## src/rtl/bba_pkg.sv

```systemverilog
// Package for the bitmap block allocator: widths, request kinds, status codes
// and the structs passed between the allocator modules.
// Depends on nothing.
`default_nettype none

package bba_pkg;

	localparam int MAX_BLOCKS = 4096;
	localparam int WORD_BITS  = 64;
	localparam int MAP_WORDS  = MAX_BLOCKS / WORD_BITS;
	localparam int BIT_W      = $clog2(WORD_BITS);
	localparam int ADDR_W     = $clog2(MAP_WORDS);
	localparam int IDX_W      = BIT_W + ADDR_W;
	localparam int CNT_W      = IDX_W + 1;

	localparam logic [1:0] KIND_ALLOC = 2'd0;
	localparam logic [1:0] KIND_FREE  = 2'd1;
	localparam logic [1:0] KIND_MARK  = 2'd2;
	localparam logic [1:0] KIND_CLEAR = 2'd3;

	localparam logic [1:0] ST_OK       = 2'd0;
	localparam logic [1:0] ST_RANGE    = 2'd1;
	localparam logic [1:0] ST_NOSPACE  = 2'd2;
	localparam logic [1:0] ST_CONFLICT = 2'd3;

	typedef struct packed {
		logic                 en;
		logic [ADDR_W-1:0]    addr;
		logic [WORD_BITS-1:0] data;
	} map_wr_t;

	typedef struct packed {
		logic             full;
		logic [BIT_W-1:0] pos;
	} ffz_t;

endpackage

`default_nettype wire

```

## src/rtl/bba_map.sv

```systemverilog
// Usage bitmap store: one word memory with a registered read port and a
// valid bit per word so that a reset or clear takes effect at once.
// Depends on bba_pkg.
`default_nettype none

module bba_map (
	input  wire logic                           clk,
	input  wire logic                           arst_n,
	input  wire logic                           clr,
	input  wire bba_pkg::map_wr_t               wr,
	input  wire logic [bba_pkg::ADDR_W-1:0]     rd_addr,
	output logic      [bba_pkg::WORD_BITS-1:0]  rd_data
);

	logic [bba_pkg::WORD_BITS-1:0] mem [bba_pkg::MAP_WORDS];
	logic [bba_pkg::MAP_WORDS-1:0] valid_q;
	logic [bba_pkg::WORD_BITS-1:0] rd_raw_q;
	logic                          rd_ok_q;

	always_ff @(posedge clk) begin
		if (wr.en) begin
			mem[wr.addr] <= wr.data;
		end
		rd_raw_q <= mem[rd_addr];
		rd_ok_q  <= valid_q[rd_addr];
	end

	always_ff @(posedge clk or negedge arst_n) begin
		if (!arst_n) begin
			valid_q <= '0;
		end else if (clr) begin
			valid_q <= '0;
		end else if (wr.en) begin
			valid_q[wr.addr] <= 1'b1;
		end
	end

	assign rd_data = rd_ok_q ? rd_raw_q : '0;

endmodule

`default_nettype wire

```

## src/rtl/bba_ffz.sv

```systemverilog
// Find-first-zero unit: reports whether a bitmap word is full and, if not,
// the position of its lowest clear bit.
// Depends on bba_pkg.
`default_nettype none

module bba_ffz (
	input  wire logic [bba_pkg::WORD_BITS-1:0] word,
	output bba_pkg::ffz_t                      res
);

	always_comb begin
		res.full = &word;
		res.pos  = '0;
		for (int i = bba_pkg::WORD_BITS - 1; i >= 0; i--) begin
			if (!word[i]) begin
				res.pos = bba_pkg::BIT_W'(i);
			end
		end
	end

endmodule

`default_nettype wire

```

## src/rtl/bitmap_block_allocator_unit.sv

```systemverilog
// Bitmap block allocator top level: request sequencer, block limit register,
// used count and result register.
// Depends on bba_pkg, bba_map and bba_ffz.
//
// Channel  Dir  Signals                       Content
// s_       in   tvalid tready tdata tuser     request beat
// m_       out  tvalid tready tdata tuser     result beat
// cfg_     in   wr_en wr_data                 total_blocks register
//
// A clear, or a free or mark with an out-of-range index, goes from idle straight to done.
// A valid free or mark passes through the read and evaluate states: one memory read, one update.
// An allocate passes through the read and evaluate states once per bitmap word visited,
// as set by the single read port and the shared find-first-zero unit.
// Reset clears the map at once through per-word valid bits; no sweep is needed.
// A finished result waits in the output register while the next request is
// taken; the sequencer stalls only when that register is still full.
`default_nettype none

module bitmap_block_allocator_unit (
	input  wire logic        clk,
	input  wire logic        arst_n,
	input  wire logic        s_tvalid,
	output logic             s_tready,
	input  wire logic [15:0] s_tdata,   // block_index[11:0], zero pad
	input  wire logic [1:0]  s_tuser,   // kind[1:0]
	output logic             m_tvalid,
	input  wire logic        m_tready,
	output logic      [31:0] m_tdata,   // alloc_block[11:0], used_count[24:12], zero pad
	output logic      [1:0]  m_tuser,   // status[1:0]
	input  wire logic        cfg_wr_en,
	input  wire logic [12:0] cfg_wr_data
);

	localparam logic [2:0] S_IDLE = 3'd0;
	localparam logic [2:0] S_READ = 3'd1;
	localparam logic [2:0] S_EVAL = 3'd2;
	localparam logic [2:0] S_DONE = 3'd3;

	localparam int IW = bba_pkg::IDX_W;
	localparam int CW = bba_pkg::CNT_W;
	localparam int AW = bba_pkg::ADDR_W;
	localparam int BW = bba_pkg::BIT_W;
	localparam logic [CW-1:0] MAX_LIM = CW'(bba_pkg::MAX_BLOCKS);

	logic [2:0]    state_q;
	logic [CW-1:0] total_q;
	logic [CW-1:0] used_q;
	logic [1:0]    kind_q;
	logic [IW-1:0] idx_q;
	logic [AW-1:0] word_q;
	logic [1:0]    res_status_q;
	logic [IW-1:0] res_alloc_q;
	logic          m_valid_q;
	logic [1:0]    m_status_q;
	logic [IW-1:0] m_alloc_q;
	logic [CW-1:0] m_used_q;

	logic [CW-1:0]                 limit;
	logic                          accept;
	logic [IW-1:0]                 in_idx;
	logic                          clr;
	bba_pkg::map_wr_t              wr;
	logic [bba_pkg::WORD_BITS-1:0] word;
	bba_pkg::ffz_t                 ffz;
	logic [IW-1:0]                 cand;
	logic [AW:0]                   next_word;
	logic [CW-1:0]                 next_base;
	logic                          use_bit;
	logic                          cur_bit;
	logic                          out_free;

	assign limit     = (total_q > MAX_LIM) ? MAX_LIM : total_q;
	assign s_tready  = (state_q == S_IDLE);
	assign accept    = s_tvalid && s_tready;
	assign in_idx    = s_tdata[IW-1:0];
	assign clr       = accept && (s_tuser == bba_pkg::KIND_CLEAR);
	assign cand      = {word_q, ffz.pos};
	assign next_word = {1'b0, word_q} + (AW+1)'(1);
	assign next_base = {next_word, {BW{1'b0}}};
	assign use_bit   = (kind_q == bba_pkg::KIND_MARK);
	assign cur_bit   = word[idx_q[BW-1:0]];
	assign out_free  = !m_valid_q || m_tready;

	bba_map u_map (
		.clk     (clk),
		.arst_n  (arst_n),
		.clr     (clr),
		.wr      (wr),
		.rd_addr (word_q),
		.rd_data (word)
	);

	bba_ffz u_ffz (
		.word (word),
		.res  (ffz)
	);

	always_comb begin
		wr.en   = 1'b0;
		wr.addr = word_q;
		wr.data = word;
		if (state_q == S_EVAL) begin
			if (kind_q == bba_pkg::KIND_ALLOC) begin
				if (!ffz.full && ({1'b0, cand} < limit)) begin
					wr.en   = 1'b1;
					wr.data = word | (bba_pkg::WORD_BITS'(1) << ffz.pos);
				end
			end else if (cur_bit != use_bit) begin
				wr.en = 1'b1;
				if (use_bit) begin
					wr.data = word | (bba_pkg::WORD_BITS'(1) << idx_q[BW-1:0]);
				end else begin
					wr.data = word & ~(bba_pkg::WORD_BITS'(1) << idx_q[BW-1:0]);
				end
			end
		end
	end

	always_ff @(posedge clk or negedge arst_n) begin
		if (!arst_n) begin
			state_q <= S_IDLE;
			total_q <= MAX_LIM;
			used_q  <= '0;
			m_valid_q <= 1'b0;
		end else begin
			if (cfg_wr_en) begin
				total_q <= cfg_wr_data;
			end
			if ((state_q == S_DONE) && out_free) begin
				m_valid_q <= 1'b1;
			end else if (m_valid_q && m_tready) begin
				m_valid_q <= 1'b0;
			end
			unique case (state_q)
				S_IDLE: begin
					if (accept) begin
						if (s_tuser == bba_pkg::KIND_CLEAR) begin
							used_q  <= '0;
							state_q <= S_DONE;
						end else if (s_tuser == bba_pkg::KIND_ALLOC) begin
							state_q <= (limit == '0) ? S_DONE : S_READ;
						end else begin
							state_q <= ({1'b0, in_idx} >= limit) ? S_DONE : S_READ;
						end
					end
				end
				S_READ: begin
					state_q <= S_EVAL;
				end
				S_EVAL: begin
					if (kind_q == bba_pkg::KIND_ALLOC) begin
						if (ffz.full) begin
							state_q <= (next_base >= limit) ? S_DONE : S_READ;
						end else begin
							state_q <= S_DONE;
							if ({1'b0, cand} < limit) begin
								used_q <= used_q + CW'(1);
							end
						end
					end else begin
						state_q <= S_DONE;
						if (cur_bit != use_bit) begin
							used_q <= use_bit ? used_q + CW'(1) : used_q - CW'(1);
						end
					end
				end
				S_DONE: begin
					if (out_free) begin
						state_q <= S_IDLE;
					end
				end
				default: begin
					state_q <= S_IDLE;
				end
			endcase
		end
	end

	always_ff @(posedge clk) begin
		unique case (state_q)
			S_IDLE: begin
				kind_q      <= s_tuser;
				idx_q       <= in_idx;
				word_q      <= (s_tuser == bba_pkg::KIND_ALLOC) ? '0 : in_idx[IW-1:BW];
				res_alloc_q <= '0;
				if (s_tuser == bba_pkg::KIND_CLEAR) begin
					res_status_q <= bba_pkg::ST_OK;
				end else if (s_tuser == bba_pkg::KIND_ALLOC) begin
					res_status_q <= bba_pkg::ST_NOSPACE;
				end else begin
					res_status_q <= bba_pkg::ST_RANGE;
				end
			end
			S_READ: begin
			end
			S_EVAL: begin
				if (kind_q == bba_pkg::KIND_ALLOC) begin
					if (ffz.full) begin
						word_q       <= next_word[AW-1:0];
						res_status_q <= bba_pkg::ST_NOSPACE;
					end else if ({1'b0, cand} < limit) begin
						res_status_q <= bba_pkg::ST_OK;
						res_alloc_q  <= cand;
					end else begin
						res_status_q <= bba_pkg::ST_NOSPACE;
					end
				end else begin
					res_status_q <= (cur_bit != use_bit) ? bba_pkg::ST_OK : bba_pkg::ST_CONFLICT;
				end
			end
			S_DONE: begin
				if (out_free) begin
					m_status_q <= res_status_q;
					m_alloc_q  <= res_alloc_q;
					m_used_q   <= used_q;
				end
			end
			default: begin
			end
		endcase
	end

	assign m_tvalid = m_valid_q;
	assign m_tuser  = m_status_q;
	assign m_tdata  = {{(32 - IW - CW){1'b0}}, m_used_q, m_alloc_q};

	a_count_bounded: assert property (@(posedge clk) disable iff (!arst_n)
		used_q <= MAX_LIM)
		else $error("used count above capacity");

	a_clear_zeroes: assert property (@(posedge clk) disable iff (!arst_n)
		clr |=> (used_q == '0))
		else $error("clear did not zero the used count");

	a_alloc_zero: assert property (@(posedge clk) disable iff (!arst_n)
		(m_tvalid && (m_tuser != bba_pkg::ST_OK)) |-> (m_alloc_q == '0))
		else $error("failed request carries a block index");

	a_write_in_eval: assert property (@(posedge clk) disable iff (!arst_n)
		wr.en |-> (state_q == S_EVAL))
		else $error("bitmap written outside the update step");

endmodule

`default_nettype wire

```

## config.mk

```make
export PLATFORM = sky130hd
export DESIGN_NAME = bitmap_block_allocator_unit
export DESIGN_NICKNAME = d
export VERILOG_FILES = /design/src/rtl/bba_pkg.sv /design/src/rtl/bba_map.sv /design/src/rtl/bba_ffz.sv /design/src/rtl/bitmap_block_allocator_unit.sv
export SDC_FILE = /design/constraint.sdc
export NUM_CORES = 2
export LEC_CHECK = 0
export ABC_AREA = 1
export BUFFER_PORTS_ARGS = -buffer_cell sky130_fd_sc_hd__buf_2
export CAP_MARGIN = 20
export CELL_PAD_IN_SITES_DETAIL_PLACEMENT = 0
export CELL_PAD_IN_SITES_GLOBAL_PLACEMENT = 1
export CORE_UTILIZATION = 49
export CTS_CLUSTER_SIZE = 16
export DETAILED_ROUTE_END_ITERATION = 12
export PLACE_DENSITY = 0.8
export REMOVE_ABC_BUFFERS = 1
export SKIP_CTS_REPAIR_TIMING = 1
export SLEW_MARGIN = 10
export SYNTH_ARGS = -nofsm -noshare
export SYNTH_HDL_FRONTEND = slang
export SYNTH_SLANG_ARGS = --single-unit
export TNS_END_PERCENT = 1
```

## constraint.sdc

```tcl
create_clock -name clk -period 6.9 [get_ports clk]
set_input_delay 0.345 -clock clk [delete_from_list [all_inputs] [get_ports clk]]
set_output_delay 0.345 -clock clk [all_outputs]
set_load 0.1 [all_outputs]
```

# Word level (Yosys, flattened, before mapping)
# Memories as Yosys holds them, arrays and structs flattened. A register that Yosys moved wholly into a read port is not among the register bits.
# Index checks and enable logic that the tools add are counted.
# word_totals
regBits,150
latchBits,0
mem_bits_rw,4096
romBits,0
output_inout_bits,36
wordCells,190
mem_count,1
# mem_list
memory,words,width,rd,rd_ports_with_merged_regs,write_ports,line_no,source
u_map.mem,64,64,1,1,1,bba_map.sv:15,logic [bba_pkg::WORD_BITS-1:0] mem [bba_pkg::MAP_WORDS];
# classes
addsub,3
multipliers,0
div,0
n_lt_le_gt_ge,7
eq_ne,16
shift,2
mux,120
bitwise_logic,5
reduce_logical,22
# ops
cell,n
$mux W64,8
$mux W6,67
$or A64 B64 Y64,3
$shl A1 B6 Y64 const A,2
$mux W13,8
$and A64 B64 Y64,1
$not A64 Y64,1
$reduce_and A64 Y1,1
$mux W12,3
$pmux W13 S2,1
$mux W2,12
$pmux W12 S2,1
$lt A6 B7 Y1 const B,2
$add A13 B1 Y13 const B,1
$ge A12 B13 Y1,1
$ge A13 B13 Y1,1
$gt A13 B13 Y1 const B,1
$logic_not A13 Y1,1
$lt A12 B13 Y1,1
$sub A13 B1 Y13 const B,1
$bmux W1 S6,2
$pmux W3 S4,1
$pmux W6 S2,1
$mux W1,11
other kinds (24),43

# Logic depth before layout (Yosys ltp)
# depth
word_depth,72
mapped_depth,75

# Hierarchy
# A second synthesis with hierarchy kept.
# unflattened
hier_cells,15294
area_unflattened_um2,176678.2
# modules_own_cells
mod,n_inst,cells_each,area_per_inst_um2,seq_area_each_um2
bba_map,1,13924,168098.7,125900.7
bitmap_block_allocator_unit,1,1197,7882.6,2378.5
bba_ffz,1,173,696.9,0.0

# Worst setup path before layout
# Ideal clock, no wire load.
# synth_path
path_kind,register to register
from,register u_map.rd_ok_q
to,memory u_map.mem[13][0] in the netlist's numbering (enable)
arrival_time_ns,6.782
t_required_ns,6.414
path_slack_ns,-0.368
stages_incl_launch_ff,24
path_cell_list,dfxtp_1 > clkbuf_1 > clkbuf_1 > clkbuf_1 > buf_1 > buf_1 > nand2_1 > nor2_1 > nand3_1 > nor2_1 > nand2_1 > a21oi_1 > clkbuf_1 > ha_1 > o211ai_1 > a21oi_1 > a211oi_1 > nand2_1 > nand2_2 > nand3_2 > o21ai_2 > inv_2 > buf_6 > nor2_1
# synth_lines
item,line_no,source
start: declaration,bba_map.sv:18,logic rd_ok_q;
start signal: assignment,bba_map.sv:25,rd_ok_q <= valid_q[rd_addr];
end: declaration,bba_map.sv:15,

==> impl_metrics.tcl <==
set metrics [dict create \
    cts-root-buf "clkbuf_16" \
    worst_hold_slack_ns 0.1288 \
    start_kind "register" \
    grt_max_degree 118 \
    hp-start "m_tready" \
    skew_ns 0.1228 \
    first_global_vias 102000 \
    antenna_found_initial 62 \
    synth_edf_count 4151 \
    dr.pass1.iters 9 \
    r2r_slack_ns 0.1 \
    end_kind "register" \
    finalCriticalPeriod_ns 6.801 \
    p_leak_nw 63.84 \
    worstRegToRegCells 43 \
    synth_warnings 0 \
    syn-cell-area_um2 162700 \
    report.final.slew_viol_count 0 \
    power_density_nw_per_um2 393.8 \
    fin_util 0.5837 \
    cp-startpoint "u_map.rd_ok_q$_DFF_P_" \
    min_path_cells 3 \
    status "completed" \
    cts_tree "yes" \
    p_int_w 0.04901 \
    swShare 0.3549 \
    cap_viol_max_count 0 \
    post-place-ws_ns 0.3133 \
    dp_cells 15260 \
    required_ns 7.54 \
    ir_worst_vdd_v 0.0003072 \
    num_rows 211 \
    io-pin-count 72 \
    crit_path_max_fanout 40 \
    hold_violations 0 \
    crit_top_cell "nand2_1" \
    wl_per_cell_um 35.81 \
    crit_slowest_cell "dfxtp_2" \
    max_slew_margin 0.08354 \
    clock.fmax_mhz 147.0 \
    drtAntennaViolNets 0 \
    crit_type "register to register" \
    avgSynthCellArea_um2 15.32 \
    clkPwrFrac 0.303 \
    yosysSeqAreaShare 0.7882 \
    start_util 0.4924 \
    clkTransAtPathRegs_ns 0.06 \
    crit_end "u_map.mem[28][52]$_DFFE_PP_" \
    grt_pass1_wl_um 792500 \
    drt_iter0_markers 18450 \
    clock-sinks 4309 \
    synth_cell_type_count 56 \
    route.vias.total 107800 \
    power_frac_comb 0.288 \
    synth-async-reset-ratio 0.02158 \
    overflow 0 \
    synthFlopType "edfxtp_1" \
    nNetsFinal 11450 \
    dieArea_um2 334500 \
    grt_usage 0.3382 \
    die_x_um 578.3 \
    grt_setup_unrepaired "yes" \
    drc 0 \
    pwr-share-seq 0.409 \
    fin_crit_sh 0.9857 \
    place_congestion 1.009 \
    insertion_delay_ns 1.05 \
    coreArea_um2 330500 \
    fill_cells 24140 \
    portBuffers 60 \
    die_y_um 578.3 \
    min_path_type "input pin to register" \
    reg2reg_to "u_map.mem[28][52]$_DFFE_PP_" \
    cts-buffers-inserted 421 \
    synthCells 10630 \
    finalSetupViolations 0 \
    htreeDepth 5 \
    via_per_inst 6.684 \
    critical_path.max_stage_delay_ns 0.45 \
    rr_startpoint "u_map.rd_ok_q$_DFF_P_" \
    cts_buffer_depth 4 \
    cp_data_arrival_time_ns 7.44 \
    dp_hpwl_um 364800 \
    syn_to_final_growth_pct 18.54 \
    timing.final.ws_setup_ns 0.09875 \
    worstMarginPinSlew_ns 1.375 \
    wl_um 577700 \
    p_sw_w 0.02697 \
    drive_above_1_share 0.1453 \
    fin_cells 16130 \
    ys_ff_latch 4309 \
]
==> cell usage after synthesis, types with 18 or more instances <==
| cell type | n | area share |
|---|---|---|
| o22ai_1 | 18 | 0.00069 |
| nand3_1 | 188 | 0.0058 |
| a221oi_1 | 475 | 0.026 |
| o21ai_1 | 70 | 0.0022 |
| buf_1 | 158 | 0.0036 |
| nor2_2 | 54 | 0.0021 |
| dfxtp_1 | 65 | 0.0080 |
| nand2_1 | 1986 | 0.046 |
| edfxtp_1 | 4151 | 0.77 |
| nor2_1 | 258 | 0.0060 |
| o21bai_1 | 31 | 0.0014 |
| nor3_1 | 62 | 0.0019 |
| ha_1 | 34 | 0.0026 |
| a31oi_1 | 38 | 0.0015 |
| nand4_1 | 497 | 0.019 |
| o21ai_0 | 205 | 0.0063 |
| a211oi_1 | 22 | 0.0010 |
| clkbuf_1 | 454 | 0.010 |
| a22o_1 | 427 | 0.023 |
| a22oi_1 | 681 | 0.031 |
| dfrtp_1 | 92 | 0.014 |
| a21oi_1 | 235 | 0.0072 |
| a2111o_1 | 19 | 0.0013 |
| inv_1 | 264 | 0.0061 |
==> stage by stage <==
stage | cell area (um2) | setup TNS [ns] | power [W]
after CTS | 191900 | 0 | 0.07484
after detailed placement | 178200 | 0 | 0.05221
after global placement | 178100 | -3085.90 | 0.05204
final | 192900 | 0 | 0.07598
after global routing | 192900 | -25.62 | 0.07738
after floorplan | 160200 | - | 0.04208
==> worst max-delay path, delay by kind of cell (launching register included) <==
| kind | cells | cell delay (ns) |
|---|---|---|
| DFF | 1 | 0.45 |
| adders and majority gates | 1 | 0.22 |
| AOI/OAI and AO/OA | 5 | 0.93 |
| and+or+nand+nor | 28 | 2.80 |
| buffers and inverters | 9 | 1.88 |
==> registers in the layout, indices dropped and copies added, names as in the netlist <==
register and cells:
u_map.mem 4096, used_q 13, res_alloc_q 12, m_alloc_q 12, word_q 6, total_q 13, u_map.rd_raw_q 64, u_map.valid_q 64
kind_q 2, m_tuser 2, res_status_q 2, u_map.rd_ok_q 1, m_tvalid 1, m_used_q 13, idx_q 6, state_q 2
==> cell usage in the layout (no fill, tap or decap), types with 62 or more instances in the layout <==
master | Yosys | routed
dfxtp_1 | 65 | 63
buf_4 | 7 | 425
clkbuf_1 | 454 | 102
edfxtp_1 | 4151 | 4151
a221oi_1 | 475 | 475
nor2_1 | 258 | 234
o21ai_0 | 205 | 205
nand2_1 | 1986 | 1974
nand3_2 | 1 | 62
buf_12 | 0 | 403
nand3_1 | 188 | 126
o21ai_1 | 70 | 70
a21oi_1 | 235 | 233
clkinv_1 | 10 | 106
clkinv_2 | 0 | 70
nand4_1 | 497 | 497
inv_1 | 264 | 258
a22o_1 | 427 | 427
a22oi_1 | 681 | 681
nor2_4 | 0 | 76
clkbuf_16 | 0 | 430
dfrtp_1 | 92 | 92
==> power by group through the flow <==
stage / sequential (W) / clock (W) / combinational [W]
detailed placement: 0.0316 / 0 / 0.0206
global route: 0.0311 / 0.0240 / 0.0223
floorplan: 0.0317 / 0 / 0.0104
CTS: 0.0311 / 0.0230 / 0.0207
global placement: 0.0316 / 0 / 0.0204
finish: 0.0311 / 0.0230 / 0.0219
==> cells by family after synthesis <==
group           synth area share
mux                    0.0004844
buf+inv                  0.02189
simple gates             0.08201
flops                     0.7882
fa+ha+maj               0.002614
compound gates            0.1042
xor+xnor               0.0005920
other cells           0.00002304
==> per-layer routing <==
metal,routed length [um],global-route usage,up-vias
met5,328,0,-
met4,31130,0.1528,46
li1,-,-,43160
met2,251400,0.4962,9149
met3,89970,0.1241,1502
met1,204900,0.4512,53990
==> worst min-delay path by stage <==
| stage | endpoint |
|---|---|
| floorplan | m_tvalid$_DFFE_PN0P_ |
| global placement | m_tvalid$_DFFE_PN0P_ |
| detailed placement | m_tvalid$_DFFE_PN0P_ |
| CTS | total_q[7]$_DFFE_PN0P_ |
| global route | m_tvalid$_DFFE_PN0P_ |
| finish | m_tvalid$_DFFE_PN0P_ |
==> layout make-up <==
class / instances / area, um2 / share of cell area
Antenna cell: 22 / 55.05 / 0.0002854
Clock buffer: 538 / 11160 / 0.05784
Clock inverter: 251 / 2618 / 0.01357
Inverter: 276 / 1050 / 0.005441
Multi-Input combinational cell: 5408 / 31830 / 0.1650
Sequential cell: 4309 / 128300 / 0.6649
Tap cell: 4366 / 5463 / 0.02832
Timing Repair Buffer: 963 / 12460 / 0.06460
Timing Repair inverter: 1 / 8.758 / 0.00004540
(Power assumes the default switching activity.)
